**config.mk**
```make
export PLATFORM = sky130hd
export DESIGN_NAME = combinatorial_rank_unranker_core
export DESIGN_NICKNAME = d
export VERILOG_FILES = /design/src/design/crk_pkg.sv /design/src/design/crk_satmul.sv /design/src/design/crk_div.sv /design/src/design/combinatorial_rank_unranker_core.sv
export SDC_FILE = /design/constraint.sdc
export NUM_CORES = 2
export LEC_CHECK = 0
export BUFFER_PORTS_ARGS = -buffer_cell sky130_fd_sc_hd__buf_2
export CAP_MARGIN = 20
export CORE_MARGIN = 3
export CORE_UTILIZATION = 50
export DETAILED_ROUTE_END_ITERATION = 7
export GPL_TIMING_DRIVEN = 0
export PLACE_DENSITY = 0.71
export SYNTH_ARGS = -nofsm -noshare
export SYNTH_HDL_FRONTEND = slang
export SYNTH_SLANG_ARGS = --single-unit
```
**constraint.sdc**
```tcl
create_clock -name clk -period 14.21 [get_ports clk]
set_input_delay 2.842 -clock clk [delete_from_list [all_inputs] [get_ports clk]]
set_output_delay 2.842 -clock clk [all_outputs]
set_load 0.1 [all_outputs]
```
**src/design/crk_pkg.sv**
```systemverilog
// Shared types and constants of the combinatorial rank unranker.
// Holds the sequencer state enum, register indexes and the divider status struct.
// No dependencies.
package crk_pkg;

  localparam int RANK_W     = 64;
  localparam int CNT_W      = 7;
  localparam int SET_W      = 4;
  localparam int ITEM_W     = 6;
  localparam int CFG_IDX_W  = 8;
  localparam int CFG_DATA_W = 8;

  localparam int DEF_MAX_SET_SIZE = 10;
  localparam int DEF_MAX_ITEMS    = 64;

  localparam logic [RANK_W-1:0] SAT_MAX = '1;

  typedef enum logic [CFG_IDX_W-1:0] {
    REG_SET_SIZE     = 8'd0,
    REG_ITEM_COUNT   = 8'd1,
    REG_COMB_MODE    = 8'd2,
    REG_WITH_REPEATS = 8'd3
  } crk_reg_t;

  typedef enum logic [3:0] {
    S_IDLE,
    S_BIN_START,
    S_BIN_STEP,
    S_BIN_MULW,
    S_BIN_DIVW,
    S_PROD_START,
    S_PROD_STEP,
    S_PROD_MULW,
    S_RET,
    S_SLOT,
    S_CMP,
    S_PDIV_W,
    S_SCAN,
    S_EMIT,
    S_ERR
  } crk_state_t;

  typedef enum logic [1:0] {
    RET_TOTAL,
    RET_BLOCK_C,
    RET_BLOCK_P
  } crk_ret_t;

  typedef struct packed {
    logic busy;
    logic done;
  } crk_div_stat_t;

endpackage

```
**src/design/crk_satmul.sv**
```systemverilog
// Registered saturating multiplier: 64-bit operand by 7-bit factor.
// Depends on crk_pkg.
module crk_satmul (
  input  logic                       clk,
  input  logic [crk_pkg::RANK_W-1:0] a,
  input  logic [crk_pkg::CNT_W-1:0]  b,
  output logic [crk_pkg::RANK_W-1:0] p_r
);
  import crk_pkg::*;

  logic [RANK_W+CNT_W-1:0] full;
  logic [RANK_W-1:0]       p_nxt;

  assign full  = a * b;
  // clamp on any overflow
  assign p_nxt = (|full[RANK_W+CNT_W-1:RANK_W]) ? SAT_MAX : full[RANK_W-1:0];

  always_ff @(posedge clk) begin
    p_r <= p_nxt;
  end

endmodule

```
**src/design/crk_div.sv**
```systemverilog
// Restoring divider, one quotient bit per cycle, 64-bit by 64-bit.
// Depends on crk_pkg.
module crk_div (
  input  logic                       clk,
  input  logic                       rst_n,
  input  logic                       start,
  input  logic [crk_pkg::RANK_W-1:0] dividend,
  input  logic [crk_pkg::RANK_W-1:0] divisor,
  output logic [crk_pkg::RANK_W-1:0] quot,
  output logic [crk_pkg::RANK_W-1:0] rem,
  output crk_pkg::crk_div_stat_t     stat
);
  import crk_pkg::*;

  localparam int STEP_W = $clog2(RANK_W);

  logic              busy_r, busy_nxt;
  logic              done_r, done_nxt;
  logic [STEP_W-1:0] cnt_r, cnt_nxt;
  logic [RANK_W-1:0] q_r, q_nxt;
  logic [RANK_W-1:0] r_r, r_nxt;
  logic [RANK_W-1:0] d_r, d_nxt;
  logic [RANK_W:0]   sh;
  logic [RANK_W:0]   diff;
  logic              ge;

  assign sh   = {r_r, q_r[RANK_W-1]};
  assign ge   = sh >= {1'b0, d_r};
  assign diff = sh - {1'b0, d_r};

  always_comb begin
    busy_nxt = busy_r;
    done_nxt = 1'b0;
    cnt_nxt  = cnt_r;
    q_nxt    = q_r;
    r_nxt    = r_r;
    d_nxt    = d_r;
    if (start) begin
      busy_nxt = 1'b1;
      cnt_nxt  = '0;
      q_nxt    = dividend;
      r_nxt    = '0;
      d_nxt    = divisor;
    end else if (busy_r) begin
      r_nxt   = ge ? diff[RANK_W-1:0] : sh[RANK_W-1:0];
      q_nxt   = {q_r[RANK_W-2:0], ge};
      cnt_nxt = cnt_r + 1'b1;
      if (cnt_r == STEP_W'(RANK_W - 1)) begin
        busy_nxt = 1'b0;
        done_nxt = 1'b1;
      end
    end
  end

  always_ff @(posedge clk) begin
    if (!rst_n) begin
      busy_r <= 1'b0;
      done_r <= 1'b0;
      cnt_r  <= '0;
    end else begin
      busy_r <= busy_nxt;
      done_r <= done_nxt;
      cnt_r  <= cnt_nxt;
    end
    q_r <= q_nxt;
    r_r <= r_nxt;
    d_r <= d_nxt;
  end

  assign quot      = q_r;
  assign rem       = r_r;
  assign stat.busy = busy_r;
  assign stat.done = done_r;

endmodule

```
**src/design/combinatorial_rank_unranker_core.sv**
```systemverilog
// Top level of the combinatorial rank unranker: sequencer, registers, output stage.
// Depends on crk_pkg, crk_satmul and crk_div.
//
// Usage:
//   Input channel in_valid / in_stall / in_rank: one 64-bit rank per item.
//   Result channel out_valid / out_stall with out_slot, out_item_index, out_last,
//   out_out_of_range: set_size results per rank (slot 0 first, last flagged),
//   or one flagged error result for a bad configuration or a rank not below the total.
//   Configuration channel cfg_valid / cfg_ready / cfg_index / cfg_data; write it
//   only while idle. cfg_ready is always high; unknown indexes are dropped.
// Timing:
//   One rank at a time; in_stall stays high until its last result is loaded,
//   and the next rank can be taken the cycle after. Counts use a shared
//   saturating multiplier and a shared restoring divider. A combination slot
//   walks up to item_count candidates, one binomial each. A permutation-with-repeats
//   slot is one division; a permutation-without-repeats slot is k-1-slot
//   factors, one division and a scan of the used mask, one item per cycle.
// Reset: synchronous, active low; returns to idle with set_size 1,
//   item_count 1, combination mode, no repeats, and no pending result.
// Stall: a stalled result holds in the output register; the sequencer waits
//   to load the next one until the register drains.
module combinatorial_rank_unranker_core #(
  parameter int MAX_SET_SIZE = crk_pkg::DEF_MAX_SET_SIZE,
  parameter int MAX_ITEMS    = crk_pkg::DEF_MAX_ITEMS
) (
  input  logic                           clk,
  input  logic                           rst_n,
  input  logic                           in_valid,
  output logic                           in_stall,
  input  logic [crk_pkg::RANK_W-1:0]     in_rank,
  output logic                           out_valid,
  input  logic                           out_stall,
  output logic [crk_pkg::SET_W-1:0]      out_slot,
  output logic [crk_pkg::ITEM_W-1:0]     out_item_index,
  output logic                           out_last,
  output logic                           out_out_of_range,
  input  logic                           cfg_valid,
  output logic                           cfg_ready,
  input  logic [crk_pkg::CFG_IDX_W-1:0]  cfg_index,
  input  logic [crk_pkg::CFG_DATA_W-1:0] cfg_data
);
  import crk_pkg::*;

  localparam int IDX_W = (MAX_ITEMS > 1) ? $clog2(MAX_ITEMS) : 1;

  // configuration
  logic [SET_W-1:0] set_size_r;
  logic [CNT_W-1:0] item_count_r;
  logic             comb_mode_r;
  logic             with_rep_r;

  // sequencer state
  crk_state_t state_r, state_nxt;
  crk_ret_t   ret_r, ret_nxt;

  logic [RANK_W-1:0]    rem_r, rem_nxt;
  logic [RANK_W-1:0]    acc_r, acc_nxt;
  logic [RANK_W-1:0]    idx_r, idx_nxt;
  logic [CNT_W-1:0]     bn_r, bn_nxt;
  logic [CNT_W-1:0]     br_r, br_nxt;
  logic [CNT_W-1:0]     j_r, j_nxt;
  logic [CNT_W-1:0]     pa_r, pa_nxt;
  logic [CNT_W-1:0]     pcnt_r, pcnt_nxt;
  logic                 pdec_r, pdec_nxt;
  logic [SET_W-1:0]     slot_r, slot_nxt;
  logic [CNT_W-1:0]     v_r, v_nxt;
  logic [MAX_ITEMS-1:0] used_r, used_nxt;
  logic [IDX_W-1:0]     scan_j_r, scan_j_nxt;
  logic [CNT_W-1:0]     scan_cnt_r, scan_cnt_nxt;

  // output register
  logic              out_valid_r, out_valid_nxt;
  logic [SET_W-1:0]  out_slot_r, out_slot_nxt;
  logic [ITEM_W-1:0] out_item_r, out_item_nxt;
  logic              out_last_r, out_last_nxt;
  logic              out_err_r, out_err_nxt;

  // shared units
  logic [RANK_W-1:0] mul_p;
  logic [CNT_W-1:0]  mul_b;
  logic              div_start;
  logic [RANK_W-1:0] div_a, div_b, div_q, div_r;
  crk_div_stat_t     div_stat;

  // helpers
  logic [CNT_W-1:0] kx, m, km1s;
  logic             bad_cfg, out_free, last_slot, used_bit, scan_end, scan_hit, cmp_stop;

  assign kx        = CNT_W'(set_size_r);
  assign m         = item_count_r;
  assign km1s      = kx - 1'b1 - CNT_W'(slot_r);
  assign bad_cfg   = (set_size_r == '0) || (kx > CNT_W'(MAX_SET_SIZE)) ||
                     (m == '0) || (m > CNT_W'(MAX_ITEMS));
  assign out_free  = !out_valid_r || !out_stall;
  assign last_slot = (CNT_W'(slot_r) + 1'b1) == kx;
  assign used_bit  = used_r[scan_j_r];
  assign scan_end  = (CNT_W'(scan_j_r) + 1'b1) == m;
  assign scan_hit  = !used_bit && (RANK_W'(scan_cnt_r) == idx_r);
  assign cmp_stop  = ((v_r + 1'b1) >= m) || (rem_r < acc_r);

  assign mul_b = (state_r == S_BIN_STEP) ? (bn_r - br_r + j_r)
                                         : (pa_r - (pdec_r ? j_r : '0));

  crk_satmul u_mul (
    .clk (clk),
    .a   (acc_r),
    .b   (mul_b),
    .p_r (mul_p)
  );

  crk_div u_div (
    .clk      (clk),
    .rst_n    (rst_n),
    .start    (div_start),
    .dividend (div_a),
    .divisor  (div_b),
    .quot     (div_q),
    .rem      (div_r),
    .stat     (div_stat)
  );

  // next state
  always_comb begin
    state_nxt = state_r;
    case (state_r)
      S_IDLE: begin
        if (in_valid) begin
          if (bad_cfg) state_nxt = S_ERR;
          else if (comb_mode_r) state_nxt = S_BIN_START;
          else state_nxt = S_PROD_START;
        end
      end
      S_BIN_START:  state_nxt = (br_r > bn_r) ? S_RET : S_BIN_STEP;
      S_BIN_STEP:   state_nxt = (j_r > br_r) ? S_RET : S_BIN_MULW;
      S_BIN_MULW:   state_nxt = (mul_p == SAT_MAX) ? S_RET : S_BIN_DIVW;
      S_BIN_DIVW: begin
        if (div_stat.done) state_nxt = S_BIN_STEP;
      end
      S_PROD_START: state_nxt = (pdec_r && (pcnt_r > pa_r)) ? S_RET : S_PROD_STEP;
      S_PROD_STEP:  state_nxt = (j_r == pcnt_r) ? S_RET : S_PROD_MULW;
      S_PROD_MULW:  state_nxt = S_PROD_STEP;
      S_RET: begin
        case (ret_r)
          RET_TOTAL:   state_nxt = (rem_r >= acc_r) ? S_ERR : S_SLOT;
          RET_BLOCK_C: state_nxt = S_CMP;
          RET_BLOCK_P: state_nxt = S_PDIV_W;
          default:     state_nxt = S_IDLE;
        endcase
      end
      S_SLOT: begin
        if (comb_mode_r) begin
          state_nxt = (!with_rep_r && ((v_r + 1'b1) > m)) ? S_CMP : S_BIN_START;
        end else begin
          state_nxt = with_rep_r ? S_PDIV_W : S_PROD_START;
        end
      end
      S_CMP:    state_nxt = cmp_stop ? S_EMIT : S_SLOT;
      S_PDIV_W: begin
        if (div_stat.done) state_nxt = with_rep_r ? S_EMIT : S_SCAN;
      end
      S_SCAN: begin
        if (scan_hit || scan_end) state_nxt = S_EMIT;
      end
      S_EMIT: begin
        if (out_free) state_nxt = last_slot ? S_IDLE : S_SLOT;
      end
      S_ERR: begin
        if (out_free) state_nxt = S_IDLE;
      end
      default: state_nxt = S_IDLE;
    endcase
  end

  // datapath and unit control
  always_comb begin
    ret_nxt       = ret_r;
    rem_nxt       = rem_r;
    acc_nxt       = acc_r;
    idx_nxt       = idx_r;
    bn_nxt        = bn_r;
    br_nxt        = br_r;
    j_nxt         = j_r;
    pa_nxt        = pa_r;
    pcnt_nxt      = pcnt_r;
    pdec_nxt      = pdec_r;
    slot_nxt      = slot_r;
    v_nxt         = v_r;
    used_nxt      = used_r;
    scan_j_nxt    = scan_j_r;
    scan_cnt_nxt  = scan_cnt_r;
    out_slot_nxt  = out_slot_r;
    out_item_nxt  = out_item_r;
    out_last_nxt  = out_last_r;
    out_err_nxt   = out_err_r;
    out_valid_nxt = out_valid_r && out_stall;
    div_start     = 1'b0;
    div_a         = rem_r;
    div_b         = RANK_W'(m);
    case (state_r)
      S_IDLE: begin
        if (in_valid) begin
          rem_nxt  = in_rank;
          slot_nxt = '0;
          v_nxt    = '0;
          used_nxt = '0;
          ret_nxt  = RET_TOTAL;
          bn_nxt   = with_rep_r ? (m + kx - 1'b1) : m;
          br_nxt   = kx;
          pa_nxt   = m;
          pcnt_nxt = kx;
          pdec_nxt = !with_rep_r;
        end
      end
      S_BIN_START: begin
        acc_nxt = (br_r > bn_r) ? '0 : RANK_W'(1);
        j_nxt   = CNT_W'(1);
      end
      S_BIN_MULW: begin
        if (mul_p == SAT_MAX) begin
          acc_nxt = SAT_MAX;
        end else begin
          div_start = 1'b1;
          div_a     = mul_p;
          div_b     = RANK_W'(j_r);
        end
      end
      S_BIN_DIVW: begin
        if (div_stat.done) begin
          acc_nxt = div_q;
          j_nxt   = j_r + 1'b1;
        end
      end
      S_PROD_START: begin
        acc_nxt = (pdec_r && (pcnt_r > pa_r)) ? '0 : RANK_W'(1);
        j_nxt   = '0;
      end
      S_PROD_MULW: begin
        acc_nxt = mul_p;
        j_nxt   = j_r + 1'b1;
      end
      S_RET: begin
        if (ret_r == RET_BLOCK_P) begin
          div_start = 1'b1;
          div_a     = rem_r;
          div_b     = (acc_r == '0) ? RANK_W'(1) : acc_r;
        end
      end
      S_SLOT: begin
        if (comb_mode_r) begin
          ret_nxt = RET_BLOCK_C;
          br_nxt  = km1s;
          if (with_rep_r) begin
            bn_nxt = (m - v_r) + km1s - 1'b1;
          end else if ((v_r + 1'b1) <= m) begin
            bn_nxt = m - 1'b1 - v_r;
          end else begin
            acc_nxt = '0;
          end
        end else if (with_rep_r) begin
          div_start = 1'b1;
          div_a     = rem_r;
          div_b     = RANK_W'(m);
        end else begin
          ret_nxt  = RET_BLOCK_P;
          pa_nxt   = m - 1'b1 - CNT_W'(slot_r);
          pcnt_nxt = km1s;
          pdec_nxt = 1'b1;
        end
      end
      S_CMP: begin
        if (!cmp_stop) begin
          rem_nxt = rem_r - acc_r;
          v_nxt   = v_r + 1'b1;
        end
      end
      S_PDIV_W: begin
        if (div_stat.done) begin
          if (with_rep_r) begin
            v_nxt   = div_r[CNT_W-1:0];
            rem_nxt = div_q;
          end else begin
            idx_nxt      = div_q;
            rem_nxt      = div_r;
            scan_j_nxt   = '0;
            scan_cnt_nxt = '0;
            v_nxt        = '0;
          end
        end
      end
      S_SCAN: begin
        if (scan_hit) begin
          v_nxt              = CNT_W'(scan_j_r);
          used_nxt[scan_j_r] = 1'b1;
        end else begin
          if (!used_bit) scan_cnt_nxt = scan_cnt_r + 1'b1;
          if (!scan_end) scan_j_nxt = scan_j_r + 1'b1;
        end
      end
      S_EMIT: begin
        if (out_free) begin
          out_valid_nxt = 1'b1;
          out_slot_nxt  = slot_r;
          out_item_nxt  = v_r[ITEM_W-1:0];
          out_last_nxt  = last_slot;
          out_err_nxt   = 1'b0;
          slot_nxt      = slot_r + 1'b1;
          // next ascending set starts past this item, a multiset at it
          if (comb_mode_r && !with_rep_r) v_nxt = v_r + 1'b1;
        end
      end
      S_ERR: begin
        if (out_free) begin
          out_valid_nxt = 1'b1;
          out_slot_nxt  = '0;
          out_item_nxt  = '0;
          out_last_nxt  = 1'b1;
          out_err_nxt   = 1'b1;
        end
      end
      default: begin
      end
    endcase
  end

  always_ff @(posedge clk) begin
    if (!rst_n) begin
      state_r      <= S_IDLE;
      out_valid_r  <= 1'b0;
      set_size_r   <= SET_W'(1);
      item_count_r <= CNT_W'(1);
      comb_mode_r  <= 1'b1;
      with_rep_r   <= 1'b0;
    end else begin
      state_r     <= state_nxt;
      out_valid_r <= out_valid_nxt;
      if (cfg_valid && cfg_ready) begin
        case (cfg_index)
          REG_SET_SIZE:     set_size_r   <= cfg_data[SET_W-1:0];
          REG_ITEM_COUNT:   item_count_r <= cfg_data[CNT_W-1:0];
          REG_COMB_MODE:    comb_mode_r  <= cfg_data[0];
          REG_WITH_REPEATS: with_rep_r   <= cfg_data[0];
          default: begin
          end
        endcase
      end
    end
    ret_r      <= ret_nxt;
    rem_r      <= rem_nxt;
    acc_r      <= acc_nxt;
    idx_r      <= idx_nxt;
    bn_r       <= bn_nxt;
    br_r       <= br_nxt;
    j_r        <= j_nxt;
    pa_r       <= pa_nxt;
    pcnt_r     <= pcnt_nxt;
    pdec_r     <= pdec_nxt;
    slot_r     <= slot_nxt;
    v_r        <= v_nxt;
    used_r     <= used_nxt;
    scan_j_r   <= scan_j_nxt;
    scan_cnt_r <= scan_cnt_nxt;
    out_slot_r <= out_slot_nxt;
    out_item_r <= out_item_nxt;
    out_last_r <= out_last_nxt;
    out_err_r  <= out_err_nxt;
  end

  assign in_stall         = (state_r != S_IDLE);
  assign cfg_ready        = 1'b1;
  assign out_valid        = out_valid_r;
  assign out_slot         = out_slot_r;
  assign out_item_index   = out_item_r;
  assign out_last         = out_last_r;
  assign out_out_of_range = out_err_r;

`ifndef SYNTH
  a_err_single : assert property (@(posedge clk) disable iff (!rst_n)
    (out_valid && out_out_of_range) |-> (out_last && out_slot == '0 && out_item_index == '0))
    else $error("error result not a single cleared item");

  a_busy_after_accept : assert property (@(posedge clk) disable iff (!rst_n)
    (in_valid && !in_stall) |=> in_stall)
    else $error("input taken again before the rank finished");

  a_div_idle_start : assert property (@(posedge clk) disable iff (!rst_n)
    div_start |-> !div_stat.busy)
    else $error("divider restarted while busy");
`endif

endmodule

```
==> results.sh <==
export IMPL_run_status="completed"
export IMPL_dr_max_layer_used="met5"
export IMPL_root_buffer="clkbuf_16"
export IMPL_netlist_area_um2=52100
export IMPL_die_w_um=329
export IMPL_ys_seq_area_frac=0.322
export IMPL_start_util=0.508
export IMPL_drt_total_wl_um=183000
export IMPL_synthCells=5760
export IMPL_postCtsSetupBuffers=0
export IMPL_drc_errors=0
export IMPL_fp_row_count=117
export IMPL_maxSlewViolCount=0
export IMPL_fill_cells=9444
export IMPL_drt_vias_per_instance=6.10
export IMPL_synth_most_common_cell="inv_1"
export IMPL_yosysTopAreaCellShare=0.263
export IMPL_cpPeakStageDelay_ns=0.83
export IMPL_synth_ff_type="edfxtp_1"
export IMPL_die_h_um=329
export IMPL_grt_pass1_vias=44654
export IMPL_layout_drive_gt1_share=0.0493
export IMPL_synth_area_leaders="edfxtp_1 (26%), fa_1 (13%), ha_1 (7.2%)"
export IMPL_syn_avg_cell_area_um2=9.04
export IMPL_cts_hold_buf=0
export IMPL_htree_levels=2
export IMPL_fmax_ghz=0.0911
export IMPL_ctsResizeCount=0
export IMPL_hpwl_um=144000
export IMPL_start_kind="register"
export IMPL_synth_common_cells="inv_1 (680), nand2_1 (552), a21oi_1 (478)"
export IMPL_cp_common_cell="fa_1"
export IMPL_dieArea_um2=108000
export IMPL_cts_sinks=610
export IMPL_port_buffers=96
export IMPL_ys_ff_latch=610
export IMPL_rsz0062_at_grt="no"
export IMPL_syn_nets=6474
export IMPL_endpoint_kind="register"
export IMPL_wl_met1_um=70400
export IMPL_core_area_um2=102000
export IMPL_arrival_ns=11.42
export IMPL_max_slew_worst_pin_slew_ns=1.20
export IMPL_track_usage=0.336
export IMPL_drv_cap=0
export IMPL_crit_family="adder cells"
export IMPL_dr_pass1_iters=6
export IMPL_grt_pass1_wl_um=274000
export IMPL_gp_congestion=1.00
export IMPL_met2WireLength_um=83200
export IMPL_min_path_type="reg -> reg"
export IMPL_antenna_found_initial=10
export IMPL_nNetsFinal=6666
export IMPL_synth_top_area_cell="edfxtp_1"
export IMPL_area_growth_pct=9.20
export IMPL_setup_violations=0
export IMPL_worstSetupPathType="reg -> reg"
export IMPL_worstPathRequired_ns=14.66
export IMPL_wl_per_cell_um=24.8
export IMPL_fin_crit_sh=0.772
export IMPL_skew_ns=0.0270
export IMPL_antenna_left=0
export IMPL_overflow=0
export IMPL_grt_max_degree=65
export IMPL_clkLatencyLatePin_ns=0.66
export IMPL_synthArstFlopShare=0
export IMPL_synth_warnings=0
export IMPL_cts_buffer_depth=3
export IMPL_slew_headroom=0.197
export IMPL_crit_fanout=10
export IMPL_pin_count=100
export IMPL_dr_total_vias=45004
export IMPL_hold_viol=0
export IMPL_fin_crit_ns=10.97
export IMPL_critPathBufInv=9
export IMPL_cts_made_buffers=60
export IMPL_fin_tns_setup_ns=0
export IMPL_wl_met3_um=17700
export IMPL_synth_cell_types=82
export IMPL_synth_edf_count=456
export IMPL_slowest_stage="o41ai_1"
export IMPL_drtIter0Drc=5186
export IMPL_path_clk_slew_ns=0.07
export IMPL_cts_tree="done"
## per-layer routing
metal,vias up,GRT usage
li1,20270,-
met1,21901,0.424
met2,2309,0.541
met3,516,0.0715
met4,8,0.179
met5,-,0
## placed cells by master (no fill, tap or decap), types with 21 or more instances in the layout
cell type / n
o221ai_1: 62
and3_1: 30
o21bai_1: 49
o21ai_0: 223
o21a_1: 30
clkbuf_16: 64
nor2_1: 390
a21oi_1: 475
clkbuf_1: 315
fa_1: 329
a221o_1: 76
dfxtp_1: 154
nor3_1: 64
o31ai_1: 22
xor2_1: 102
inv_1: 678
buf_2: 111
a21o_1: 145
nand2b_1: 34
ha_1: 300
mux2i_1: 167
xnor2_1: 168
nand3_1: 82
a31oi_1: 42
edfxtp_1: 456
and2_1: 345
nor4_1: 53
nand4_1: 91
a211oi_1: 21
nor2b_1: 41
nand2_1: 551
## worst reg2reg max path: cells and delay by family (launching register included)
kind | cells | cell delay (ns)
adder cells (fa/ha/maj) | 8 | 3.22
AO/OA/AOI/OAI | 10 | 2.84
buffers and inverters | 9 | 2.37
AND/OR/NAND/NOR | 4 | 1.52
flip-flops | 1 | 0.56
XOR/XNOR | 2 | 0.30
## kinds of logic (layout without fill, tap and decap cells)
kind of cell / Yosys count / after routing / share of synthesized area
AO/OA/AOI/OAI: 1308 / 1308 / 0.161
XOR/XNOR: 270 / 270 / 0.0454
adder cells (fa/ha/maj): 629 / 629 / 0.199
buffers and inverters: 1013 / 1256 / 0.0736
flip-flops: 610 / 610 / 0.322
multiplexers: 178 / 178 / 0.0356
other: 1 / 7 / 0.0000720
AND/OR/NAND/NOR: 1751 / 1751 / 0.163
## metrics by stage
step	setup slack, ns	utilization	std cells	hold WS (ns)	instance area [um^2]
after detailed placement	3.34	0.535	7255	0.490	54800
after floorplan	5.85	-	5760	0.468	52100
after global routing	2.77	0.555	7371	0.532	56800
after CTS	3.35	0.554	7368	0.495	56800
after global placement	1.32	0.529	7224	0.487	54200
final	3.24	0.555	7377	0.506	56800
## final timing paths
kind                                                  start                       end  slack, ns  cells after the start
worst max-delay path                       j_r[0]$_DFFE_PP_  u_mul.p_r[54]$_SDFF_PP1_       3.24                     33
worst min-delay path            u_div.cnt_r[5]$_SDFFE_PP0P_   u_div.done_r$_SDFF_PP0_       0.51                      2
worst max register to register             j_r[0]$_DFFE_PP_  u_mul.p_r[54]$_SDFF_PP1_       3.24                     33
worst min register to register  u_div.cnt_r[5]$_SDFFE_PP0P_   u_div.done_r$_SDFF_PP0_       0.51                      2
## flip-flops by register name, indices dropped and copies added, names as in the netlist, 7 cells and up
signal and flops:
used_r 64, idx_r 64, u_div.d_r 64, j_r 7, u_div.rem 64, item_count_r 7, u_mul.p_r 64, v_r 7
scan_cnt_r 7, bn_r 7, u_div.quot 64, rem_r 64, pa_r 7, acc_r 64
## cell type report
| class | instances | area [um^2] | share of cell area |
|---|---|---|---|
| antenna | 6 | 15.0 | 0.000264 |
| buffer | 331 | 1270 | 0.0224 |
| clock buffer | 86 | 1740 | 0.0307 |
| clock inverter | 27 | 236 | 0.00416 |
| inverter | 682 | 2560 | 0.0451 |
| multi-input combinational | 4137 | 31500 | 0.555 |
| sequential | 610 | 16800 | 0.295 |
| tap | 1368 | 1710 | 0.0301 |
| timing repair buffer | 130 | 1000 | 0.0177 |
Power is left out: the tool's default activity adds up to more than one toggle a clock period on the data nets, which glitch-free logic cannot reach.
